### src/rtl/bpn_pkg.sv
package bpn_pkg;

  localparam int ACTION_W   = 2;
  localparam int SIZE_W     = 19;
  localparam int OFF_W      = 18;
  localparam int STATUS_W   = 3;
  localparam int BS_W       = 13;
  localparam int TOTAL_W    = 19;
  localparam int MARK_W     = 19;
  localparam int DIVIDEND_W = 20;

  // quotient bits retired per divider cycle
  localparam int DIV_STEPS  = 2;

  localparam int NUM_BLOCKS_DEFAULT = 64;

  localparam logic [BS_W-1:0] BS_RESET = BS_W'(64);
  localparam logic [BS_W-1:0] BS_MIN   = BS_W'(1);
  localparam logic [BS_W-1:0] BS_MAX   = BS_W'(4096);

  localparam logic [ACTION_W-1:0] ACT_RESERVE = 2'd0;
  localparam logic [ACTION_W-1:0] ACT_FREE    = 2'd1;
  localparam logic [ACTION_W-1:0] ACT_CLEAR   = 2'd2;

  localparam logic [STATUS_W-1:0] ST_OK           = 3'd0;
  localparam logic [STATUS_W-1:0] ST_OOM          = 3'd1;
  localparam logic [STATUS_W-1:0] ST_BAD_ADDR     = 3'd2;
  localparam logic [STATUS_W-1:0] ST_ALREADY_FREE = 3'd3;
  localparam logic [STATUS_W-1:0] ST_BAD_SIZE     = 3'd4;

  typedef struct packed {
    logic                  start;
    logic [DIVIDEND_W-1:0] dividend;
    logic [BS_W-1:0]       divisor;
  } div_req_t;

  typedef struct packed {
    logic                  done;
    logic [DIVIDEND_W-1:0] quotient;
    logic [BS_W-1:0]       remainder;
  } div_rsp_t;

endpackage

### src/rtl/bpn_ram.sv
module bpn_ram #(
  parameter int WIDTH = 8,
  parameter int DEPTH = 16
) (
  input  logic                     clk,
  input  logic                     we,
  input  logic [$clog2(DEPTH)-1:0] waddr,
  input  logic [WIDTH-1:0]         wdata,
  input  logic [$clog2(DEPTH)-1:0] raddr,
  output logic [WIDTH-1:0]         rdata
);

  logic [WIDTH-1:0] mem [DEPTH];

  always_ff @(posedge clk) begin
    if (we) begin
      mem[waddr] <= wdata;
    end
    rdata <= mem[raddr];
  end

endmodule

### src/rtl/bpn_div.sv
module bpn_div import bpn_pkg::*; (
  input  logic     clk,
  input  logic     rst,
  input  div_req_t req,
  output div_rsp_t rsp
);

  localparam int CYC   = DIVIDEND_W / DIV_STEPS;
  localparam int CNT_W = $clog2(CYC);

  logic                  busy;
  logic                  done;
  logic [CNT_W-1:0]      cnt;
  logic [BS_W-1:0]       part;
  logic [BS_W-1:0]       part_next;
  logic [DIVIDEND_W-1:0] quo;
  logic [DIVIDEND_W-1:0] quo_next;
  logic [BS_W-1:0]       dvs;
  logic [BS_W:0]         trial;

  // restoring division, DIV_STEPS quotient bits per cycle
  always_comb begin
    part_next = part;
    quo_next  = quo;
    trial     = '0;
    for (int k = 0; k < DIV_STEPS; k++) begin
      trial = {part_next, quo_next[DIVIDEND_W-1]};
      if (trial >= {1'b0, dvs}) begin
        part_next = BS_W'(trial - {1'b0, dvs});
        quo_next  = {quo_next[DIVIDEND_W-2:0], 1'b1};
      end else begin
        part_next = trial[BS_W-1:0];
        quo_next  = {quo_next[DIVIDEND_W-2:0], 1'b0};
      end
    end
  end

  always_ff @(posedge clk) begin
    if (rst) begin
      busy <= 1'b0;
      done <= 1'b0;
      cnt  <= '0;
    end else begin
      done <= 1'b0;
      if (req.start) begin
        busy <= 1'b1;
        cnt  <= '0;
      end else if (busy) begin
        if (cnt == CNT_W'(CYC - 1)) begin
          busy <= 1'b0;
          done <= 1'b1;
        end else begin
          cnt <= cnt + CNT_W'(1);
        end
      end
    end
  end

  always_ff @(posedge clk) begin
    if (req.start) begin
      part <= '0;
      quo  <= req.dividend;
      dvs  <= req.divisor;
    end else if (busy) begin
      part <= part_next;
      quo  <= quo_next;
    end
  end

  assign rsp.done      = done;
  assign rsp.quotient  = quo;
  assign rsp.remainder = part;

endmodule

### src/rtl/block_pool_next_fit_allocator_top.sv
// Reserve scans from the next-fit cursor, checking free blocks one by one and skipping
// used runs with the divider, then marks the chosen blocks. Free divides the offset by
// the block size, reads the mark and releases the blocks it covers.
// Throughput: one transaction at a time; the next is taken once the result is queued.
// Reset: synchronous; a clearing pass zeroes the mark memory, during which no
// transaction is accepted (configuration still is). Block size resets to 64.
module block_pool_next_fit_allocator_top import bpn_pkg::*; #(
  parameter int NUM_BLOCKS = NUM_BLOCKS_DEFAULT
) (
  input  logic                clk,
  input  logic                rst,
  input  logic                cfg_valid,
  output logic                cfg_ready,
  input  logic [BS_W-1:0]     cfg_block_size,
  input  logic                in_valid,
  output logic                in_ready,
  input  logic [ACTION_W-1:0] action,
  input  logic [SIZE_W-1:0]   request_size,
  input  logic [OFF_W-1:0]    byte_offset,
  output logic                out_valid,
  input  logic                out_ready,
  output logic [STATUS_W-1:0] status,
  output logic [OFF_W-1:0]    region_offset,
  output logic [TOTAL_W-1:0]  bytes_in_use
);

  localparam int IDX_W  = $clog2(NUM_BLOCKS);
  localparam int J_W    = $clog2(NUM_BLOCKS + 1);
  localparam int CHK_W  = $clog2(2 * NUM_BLOCKS + 1);
  localparam int PROD_W = IDX_W + BS_W;

  localparam logic [3:0] S_CLR   = 4'd0;
  localparam logic [3:0] S_IDLE  = 4'd1;
  localparam logic [3:0] S_RLOOP = 4'd2;
  localparam logic [3:0] S_RCHK  = 4'd3;
  localparam logic [3:0] S_RTEST = 4'd4;
  localparam logic [3:0] S_RRUN  = 4'd5;
  localparam logic [3:0] S_RSKIP = 4'd6;
  localparam logic [3:0] S_MARK  = 4'd7;
  localparam logic [3:0] S_FDIV  = 4'd8;
  localparam logic [3:0] S_FISS  = 4'd9;
  localparam logic [3:0] S_FRD   = 4'd10;
  localparam logic [3:0] S_FCNT  = 4'd11;
  localparam logic [3:0] S_FCLR  = 4'd12;
  localparam logic [3:0] S_DONE  = 4'd13;

  logic [3:0]            state;
  logic                  clr_reply;
  logic [BS_W-1:0]       bs;
  logic [IDX_W-1:0]      cursor;
  logic [TOTAL_W-1:0]    total;
  logic [IDX_W-1:0]      pos;
  logic [CHK_W-1:0]      checked;
  logic [J_W-1:0]        idx;
  logic [J_W-1:0]        count;
  logic [DIVIDEND_W-1:0] avail;
  logic [SIZE_W-1:0]     size;
  logic [MARK_W-1:0]     rem;
  logic [STATUS_W-1:0]   res_status;
  logic [OFF_W-1:0]      res_region;

  logic                  mem_we;
  logic [MARK_W-1:0]     mem_wdata;
  logic [IDX_W-1:0]      mem_raddr;
  logic [MARK_W-1:0]     mem_rdata;
  div_req_t              div_req;
  div_rsp_t              div_rsp;

  logic                  in_fire;
  logic                  idx_in_pool;
  logic [J_W-1:0]        div_sat;
  logic [CHK_W-1:0]      skip_pos;
  logic [CHK_W-1:0]      scan_checked;
  logic                  scan_found;
  logic [IDX_W-1:0]      scan_pos;
  logic [PROD_W-1:0]     prod;
  logic [DIVIDEND_W-1:0] ceil_dividend;

  bpn_ram #(
    .WIDTH (MARK_W),
    .DEPTH (NUM_BLOCKS)
  ) u_marks (
    .clk   (clk),
    .we    (mem_we),
    .waddr (idx[IDX_W-1:0]),
    .wdata (mem_wdata),
    .raddr (mem_raddr),
    .rdata (mem_rdata)
  );

  bpn_div u_div (
    .clk (clk),
    .rst (rst),
    .req (div_req),
    .rsp (div_rsp)
  );

  assign cfg_ready = 1'b1;
  assign in_ready  = (state == S_IDLE);
  assign in_fire   = in_valid && in_ready;

  assign idx_in_pool = (idx < J_W'(NUM_BLOCKS));
  assign div_sat     = (div_rsp.quotient >= DIVIDEND_W'(NUM_BLOCKS)) ?
                       J_W'(NUM_BLOCKS) : J_W'(div_rsp.quotient);
  assign skip_pos    = CHK_W'(pos) + CHK_W'(div_sat);

  // end of a free-run scan
  assign scan_checked = checked + CHK_W'(idx) - CHK_W'(pos);
  assign scan_found   = (avail >= DIVIDEND_W'(size));
  assign scan_pos     = idx_in_pool ? idx[IDX_W-1:0] : '0;

  assign prod = PROD_W'(pos) * PROD_W'(bs);

  // blocks covered by a mark: ceil(mark / block size)
  assign ceil_dividend = DIVIDEND_W'(mem_rdata) + DIVIDEND_W'(bs) - DIVIDEND_W'(1);

  assign mem_raddr = (state == S_RLOOP) ? pos : idx[IDX_W-1:0];
  assign mem_wdata = (state == S_MARK) ? rem : '0;

  always_comb begin
    mem_we = 1'b0;
    unique case (state)
      S_CLR:   mem_we = 1'b1;
      S_MARK:  mem_we = (rem != '0) && idx_in_pool;
      S_FCLR:  mem_we = (count != '0) && idx_in_pool;
      default: mem_we = 1'b0;
    endcase
  end

  always_comb begin
    div_req.divisor  = bs;
    div_req.start    = 1'b0;
    div_req.dividend = ceil_dividend;
    if (state == S_IDLE) begin
      div_req.start    = in_fire && (action == ACT_FREE);
      div_req.dividend = DIVIDEND_W'(byte_offset);
    end else if (state == S_RCHK) begin
      div_req.start = (mem_rdata != '0);
    end else if (state == S_FRD) begin
      div_req.start = (mem_rdata != '0);
    end
  end

  always_ff @(posedge clk) begin
    if (rst) begin
      bs <= BS_RESET;
    end else if (cfg_valid && cfg_ready) begin
      if (cfg_block_size == '0) begin
        bs <= BS_MIN;
      end else if (cfg_block_size > BS_MAX) begin
        bs <= BS_MAX;
      end else begin
        bs <= cfg_block_size;
      end
    end
  end

  always_ff @(posedge clk) begin
    if (rst) begin
      state     <= S_CLR;
      clr_reply <= 1'b0;
      idx       <= '0;
      cursor    <= '0;
      total     <= '0;
    end else begin
      unique case (state)
        S_CLR: begin
          if (idx == J_W'(NUM_BLOCKS - 1)) begin
            idx        <= '0;
            res_status <= ST_OK;
            state      <= clr_reply ? S_DONE : S_IDLE;
          end else begin
            idx <= idx + J_W'(1);
          end
        end
        S_IDLE: begin
          if (in_fire) begin
            size       <= request_size;
            res_region <= '0;
            res_status <= ST_OK;
            unique case (action)
              ACT_RESERVE: begin
                if (request_size == '0) begin
                  res_status <= ST_BAD_SIZE;
                  state      <= S_DONE;
                end else begin
                  pos     <= cursor;
                  checked <= '0;
                  state   <= S_RLOOP;
                end
              end
              ACT_FREE: state <= S_FDIV;
              ACT_CLEAR: begin
                cursor    <= '0;
                total     <= '0;
                idx       <= '0;
                clr_reply <= 1'b1;
                state     <= S_CLR;
              end
              default: state <= S_DONE;
            endcase
          end
        end
        S_RLOOP: begin
          if (checked >= CHK_W'(NUM_BLOCKS)) begin
            res_status <= ST_OOM;
            state      <= S_DONE;
          end else begin
            state <= S_RCHK;
          end
        end
        S_RCHK: begin
          if (mem_rdata != '0) begin
            state <= S_RSKIP;
          end else begin
            avail <= DIVIDEND_W'(bs);
            idx   <= J_W'(pos) + J_W'(1);
            state <= S_RTEST;
          end
        end
        S_RTEST: begin
          if ((avail < DIVIDEND_W'(size)) && idx_in_pool) begin
            state <= S_RRUN;
          end else if (scan_found) begin
            idx        <= J_W'(pos);
            rem        <= MARK_W'(size);
            res_region <= OFF_W'(prod);
            total      <= total + TOTAL_W'(size);
            state      <= S_MARK;
          end else begin
            checked <= scan_checked;
            pos     <= scan_pos;
            state   <= S_RLOOP;
          end
        end
        S_RRUN: begin
          if (mem_rdata == '0) begin
            avail <= avail + DIVIDEND_W'(bs);
            idx   <= idx + J_W'(1);
            state <= S_RTEST;
          end else begin
            // used block ends the run short of the request
            checked <= scan_checked;
            pos     <= scan_pos;
            state   <= S_RLOOP;
          end
        end
        S_RSKIP: begin
          if (div_rsp.done) begin
            checked <= checked + CHK_W'(div_sat);
            pos     <= (skip_pos >= CHK_W'(NUM_BLOCKS)) ? '0 : IDX_W'(skip_pos);
            state   <= S_RLOOP;
          end
        end
        S_MARK: begin
          if ((rem != '0) && idx_in_pool) begin
            rem <= (MARK_W'(bs) > rem) ? '0 : rem - MARK_W'(bs);
            idx <= idx + J_W'(1);
          end else begin
            cursor     <= idx_in_pool ? idx[IDX_W-1:0] : '0;
            res_status <= ST_OK;
            state      <= S_DONE;
          end
        end
        S_FDIV: begin
          if (div_rsp.done) begin
            if ((div_rsp.remainder != '0) ||
                (div_rsp.quotient >= DIVIDEND_W'(NUM_BLOCKS))) begin
              res_status <= ST_BAD_ADDR;
              state      <= S_DONE;
            end else begin
              idx   <= J_W'(div_rsp.quotient);
              state <= S_FISS;
            end
          end
        end
        S_FISS: state <= S_FRD;
        S_FRD: begin
          if (mem_rdata == '0) begin
            res_status <= ST_ALREADY_FREE;
            state      <= S_DONE;
          end else begin
            total <= (TOTAL_W'(mem_rdata) > total) ? '0 : total - TOTAL_W'(mem_rdata);
            state <= S_FCNT;
          end
        end
        S_FCNT: begin
          if (div_rsp.done) begin
            count <= div_sat;
            state <= S_FCLR;
          end
        end
        S_FCLR: begin
          if ((count != '0) && idx_in_pool) begin
            idx   <= idx + J_W'(1);
            count <= count - J_W'(1);
          end else begin
            res_status <= ST_OK;
            state      <= S_DONE;
          end
        end
        S_DONE: begin
          // hold until the output register is free
          if (!out_valid || out_ready) begin
            clr_reply <= 1'b0;
            state     <= S_IDLE;
          end
        end
        default: state <= S_IDLE;
      endcase
    end
  end

  always_ff @(posedge clk) begin
    if (rst) begin
      out_valid <= 1'b0;
    end else if ((state == S_DONE) && (!out_valid || out_ready)) begin
      out_valid <= 1'b1;
    end else if (out_ready) begin
      out_valid <= 1'b0;
    end
  end

  always_ff @(posedge clk) begin
    if ((state == S_DONE) && (!out_valid || out_ready)) begin
      status        <= res_status;
      region_offset <= res_region;
      bytes_in_use  <= total;
    end
  end

endmodule
### config.mk
export PLATFORM = sky130hd
export DESIGN_NAME = block_pool_next_fit_allocator_top
export DESIGN_NICKNAME = d
export VERILOG_FILES = /design/src/rtl/bpn_pkg.sv /design/src/rtl/bpn_ram.sv /design/src/rtl/bpn_div.sv /design/src/rtl/block_pool_next_fit_allocator_top.sv
export SDC_FILE = /design/constraint.sdc
export NUM_CORES = 2
export LEC_CHECK = 0
export BUFFER_PORTS_ARGS = -buffer_cell sky130_fd_sc_hd__buf_4
export CORE_UTILIZATION = 50
export CTS_CLUSTER_SIZE = 16
export DETAILED_ROUTE_END_ITERATION = 8
export PLACE_DENSITY = 0.66
export SYNTH_ARGS = -nofsm -noshare
export SYNTH_HDL_FRONTEND = slang
export SYNTH_SLANG_ARGS = --single-unit
### constraint.sdc
create_clock -name clk -period 6.3 [get_ports clk]
set_clock_uncertainty 0.05 [all_clocks]
set_input_delay 1.575 -clock clk [delete_from_list [all_inputs] [get_ports clk]]
set_output_delay 1.575 -clock clk [all_outputs]
set_load 0.02 [all_outputs]
Word level (Yosys, flattened, before mapping). Memory sizes are Yosys's and may differ from the RTL's. A register that Yosys moved wholly into a read port is not among the register bits. Cells that the tools add are included.

Input bits: 57. Output and inout port bits: 43. RAM bits: 1216. Bits in registers: 243. Memories: 1.

Equal/unequal tests: 41. $lt $le $gt $ge: 11. Reductions and logical operators: 45. Multiplexer cells: 114. $mul: 1. Add/sub/neg operators: 16. Bitwise operators: 3.

Memory list: u_marks.mem (depth 64, bits a word 19, rd ports 1, clocked after memory_dff 1, wr ports 1, line bpn_ram.sv:13) `logic [WIDTH-1:0] mem [DEPTH];`.

Operators by type and width (number): 19-bit two-way mux (11); 20-bit two-way mux (5); 7-bit two-way mux (14); 6-bit two-way mux (13); 19-bit one-hot mux with 3 select lines (1); 8-bit two-way mux (7); 4-bit one-hot mux with 14 select lines (1); 7-bit one-hot mux with 8 select lines (1); 18-bit two-way mux (3); 13-bit two-way mux (4); 3-bit two-way mux (15); 4-bit two-way mux (11); 20-bit one-hot mux with 2 select lines (1); 19-bit zero test (2); 19-bit one-hot mux with 2 select lines (1); 19-bit nonzero test (2); 18-bit one-hot mux with 2 select lines (1); 8-bit one-hot mux with 4 select lines (1); 2-bit != test (second input constant) (15); 4-bit equality test (second input constant) (7); 14-bit by 13-bit >= comparator with 1-bit output (2); 13-bit subtractor (2); 6-bit one-hot mux with 4 select lines (1); 3-bit one-hot mux with 7 select lines (1); other kinds (60) (109).

Longest topological paths before layout.
Word-level depth: 7. Depth in mapped cells: 22.

By module. From an unflattened synthesis, not the netlist that was laid out.

Cell total of the unflattened synthesis: 4329. Area, all modules: 66950.5 µm².

By module, submodules not included: bpn_ram (instances 1, area an instance 47107.7 µm², sequential area each 36895.4 µm², cells an instance 2159); block_pool_next_fit_allocator_top (instances 1, area an instance 16385.7 µm², sequential area each 5225.0 µm², cells an instance 1841); bpn_div (instances 1, area an instance 3457.1 µm², sequential area each 1371.3 µm², cells an instance 329).

Worst setup path before layout. No wires, ideal clock.

Path type: flip-flop to flip-flop. From: reg u_div.quo[19]. To: reg u_div.part[6]. Arrival time: 4.628 ns. Required time: 6.164 ns. Clock period less this slack: 4.763 ns. Setup slack: 1.537 ns. Setup time: 0.086 ns. Stages on the path, launching flop included: 23. Cells stage by stage: edfxtp_1 inv_1 ha_1 inv_1 fa_1 a211oi_1 o21ai_0 nand3_1 a31oi_1 clkbuf_1 nor2_1 a21oi_1 fa_1 a21o_1 a21oi_1 o211a_1 o21ai_0 o221a_2 or2_2 buf_2 buf_2 mux2i_1 a211oi_1.

Cells in the longest elaborated chain, start to end: 4. Elaborated cells on any way between the ends: 6. Those cells by class: add/sub: 2; order compare: 2; mux: 2.

Ends and longest elaborated chain: start: declaration (line bpn_div.sv:16) `logic [DIVIDEND_W-1:0] quo;`; start signal: assignment (line bpn_div.sv:62) `quo <= req.dividend;`; start signal: assignment (line bpn_div.sv:66) `quo <= quo_next;`; 13-bit subtractor / 14-bit by 13-bit >= comparator with 1-bit output (equally long branches) (line bpn_div.sv:29, bpn_div.sv:28); 13-bit two-way mux (*) (line bpn_div.sv:28) `if (trial >= {1'b0, dvs}) begin`; 13-bit subtractor / 14-bit by 13-bit >= comparator with 1-bit output (equally long branches) (line bpn_div.sv:29, bpn_div.sv:28); 13-bit two-way mux (*) (line bpn_div.sv:28); end signal: assignment (line bpn_div.sv:65) `part <= part_next;`; end: declaration (line bpn_div.sv:14) `logic [BS_W-1:0] part;`.

Mark *: on every way between the ends. The rest lies on a longest branch, timed or not. A chain may end at the register's enable or synchronous reset.

Final worst setup path.
From: reg u_div.quo[19]. To: reg u_div.part[8].

Same word-level chain as after synthesis.

==> impl_metrics.csv <==
group,metric,value,unit
outcome,outcome,"finished clean",
logic_synthesis,async_flop_share,0,
critical_path,crit_path_end_kind,"flip-flop",
critical_path,startpoint_type,"flip-flop",
power,leakage,25.9,nW
logic_synthesis,ys_types,82,
timing,fmax,196,MHz
critical_path,critPathMaxFanout,14,
clock_tree,cts_resized,0,
die,die_width,368,µm
logic_synthesis,synth_top_flop_cell,"edfxtp_1",
logic_synthesis,synthesis.nets,4606,
routing,first_pass_iters,8,
place,dpl.hpwl,109000,µm
clock_tree,ctsHoldBuffers,0,
timing,period_share,0.810,
power,p_per_area,413,nW/µm²
clock_tree,cts_tree,"built",
cells_and_area,multi_input_area,22300,µm²
cells_and_area,num-nets-final,4820,
cells_and_area,fin_util,0.570,
critical_path,cp.arrival,5720,ps
global_route,grt.total_usage,0.254,
logic_synthesis,synth_cells,4295,
power,peakVddDrop,0.303,mV
place,gp_congestion,0.905,
critical_path,critPathRequiredTime,6920,ps
clock_tree,clk_latency,790,ps
global_route,first_global_vias,38800,
global_route,grt_pass1_wl,254000,µm
global_route,grt_overflow,0,
place,portBuffers,98,
cells_and_area,layout_common_cells,"edfxtp_1 (1389), mux4_2 (304), buf_4 (248), nand2_1 (247), inv_1 (220)",
global_route,antenna_found_initial,0,
die,ios,100,
cells_and_area,layout_commonest_cell,"edfxtp_1",
logic_synthesis,ys_ff_latch,1478,
logic_synthesis,yosysWarningCount,0,
clock_tree,cts_buffers,152,
power,totalPowerFinal,31.4,mW
timing,finalCriticalPeriod,5100,ps
routing,num_vias,38900,
timing,worstMarginPinSlew,1190,ps
routing,via_per_inst,6.07,
clock_tree,cts_max_path_buffers,3,
die,core_area,133000,µm²
clock_tree,clkTransAtPathRegs,60,ps
timing,slew_headroom,0.202,
cells_and_area,synthToLayoutAreaGrowth,13.2,%
cells_and_area,n_antenna_cell,0,
timing,setup_tns,0,ps
logic_synthesis,synth_seq_area_share,0.648,
cells_and_area,final.fill_count,10300,
die,die_h,368,µm
die,rows,134,
clock_tree,cts_max_level,4,
routing,drc_errors,0,
timing,drv_slew,0,
timing,hold_viol,0,
flow_run,maxCapViolCount,0,
timing,rsz0062_at_grt,"false",
clock_tree,postCtsSetupBuffers,0,
routing,routedWlPerCell,26.7,µm
global_route,grt_max_degree,115,
routing,final_antenna_net_count,0,
die,start_util,0.504,
clock_tree,cts_sinks,1478,
clock_tree,ctsRootBufferMaster,"clkbuf_16",
cells_and_area,drive_above_1_share,0.217,
routing,drtIter0Drc,4396,
cells_and_area,register_area,43500,µm²
logic_synthesis,synth_area,67100,µm²
worst_hold_path,hold_path_class,"flip-flop to flip-flop",
logic_synthesis,synth-edff-count,1389,
routing,drt_wl_total,171000,µm
critical_path,critPathKind,"flip-flop to flip-flop",
cells_and_area,fin_cells,6405,
timing,whs,363,ps
logic_synthesis,synth.avg_cell_area,15.6,µm²
timing,setup_viol,0,
place,dp.cells,6123,
die,dieArea,136000,µm²
[state kept, by name, indices dropped and copies added (netlist names), 19 cells and up]
signal	flops
rem	19
u_marks.mem	1216
u_marks.rdata	19
size	19
avail	20
u_div.quo	20
total	19
bytes_in_use	19
[stage by stage]
stage	setup WS (ps)	area, µm²
final	1200	76000
after global routing	791	76000
after CTS	1230	76000
after detailed placement	1270	70900
after global placement	1340	70900
after floorplan	1540	67100
[cells in the mapped netlist, types with 6 or more instances]
master,number,area [µm²]
dfxtp_1,89,1780
mux2i_1,95,951
a21oi_1,156,781
and2_1,64,400
a211oi_1,40,300
o21ai_0,109,546
nor3_1,68,340
xor2_1,33,289
o21a_1,25,188
o22ai_1,23,144
inv_1,221,830
xnor2_1,75,657
nor4_1,29,181
a31oi_1,21,131
nor2b_1,20,125
a31o_2,8,70.1
edfxtp_1,1389,41700
nand3b_1,13,97.6
a21boi_0,10,75.1
o21bai_1,24,180
buf_2,80,400
fa_1,59,1180
a222oi_1,6,60.1
or3_1,20,125
nor2_1,238,893
mux2_2,78,878
o211ai_1,96,721
mux4_2,304,6850
and3_1,24,150
a22oi_1,27,203
ha_1,195,2440
o311ai_0,6,52.6
clkbuf_1,113,424
nand3_1,59,295
nand4_1,37,231
nand2_1,247,927
o31ai_1,17,128
a21o_1,46,345
or2_2,15,93.8
nand2b_1,19,119
[per-layer routing]
layer,track usage,share of wire,vias up
met2,0.410,0.48,1398
li1,-,-,17200
met1,0.349,0.42,20000
met4,0.0873,0.033,0
met3,0.0426,0.066,262
met5,0,0,-
[worst paths after layout]
path	startpoint	slack (ps)	endpoint	cells after the start
worst max-delay path	u_div.quo[19]	1200	u_div.part[8]	20
worst min-delay path	res_region[4]	360	region_offset[4]	0
worst max register to register	u_div.quo[19]	1200	u_div.part[8]	20
worst min register to register	res_region[4]	360	region_offset[4]	0
[critical path: stages, from the launching register on]
cell	delay, ps
edfxtp_1	430
inv_1	80
ha_1	180
inv_1	60
fa_1	470
a211oi_1	330
o21ai_0	230
nand3_1	180
a31oi_2	160
nor2_1	110
a21oi_1	90
fa_1	490
a21o_1	210
a21oi_1	270
o211a_1	240
o21ai_0	180
o221a_2	300
or2_2	310
buf_4	230
mux2i_1	150
a211oi_1	250
[area by class of cell]
| cell class | instances | share of cell area |
|---|---|---|
| Timing Repair Buffer | 260 | 0.0277 |
| Inverter | 223 | 0.0110 |
| Clock buffer | 190 | 0.0542 |
| Clock inverter | 92 | 0.0126 |
| Multi-Input combinational cell | 2394 | 0.293 |
| Sequential cell | 1478 | 0.572 |
| Tap cell | 1768 | 0.0291 |
[where the power goes]
group | total (mW) | internal (mW) | switching, mW
combinational | 10.5 | 4.34 | 6.14
sequential | 11.7 | 11.3 | 0.457
clock | 9.17 | 5.29 | 3.87
[logic make-up (layout without fill, tap and decap cells)]
group	count (synthesis)	after routing	synth area share
mux	477	477	0.129
other cells	1	1	0.0000559
xor+xnor	108	108	0.0141
simple gates	880	880	0.0629
flops	1478	1478	0.648
compound gates	674	674	0.0667
fa+ha+maj	254	254	0.0539
buf+inv	423	765	0.0253
(Power assumes the default switching activity.)
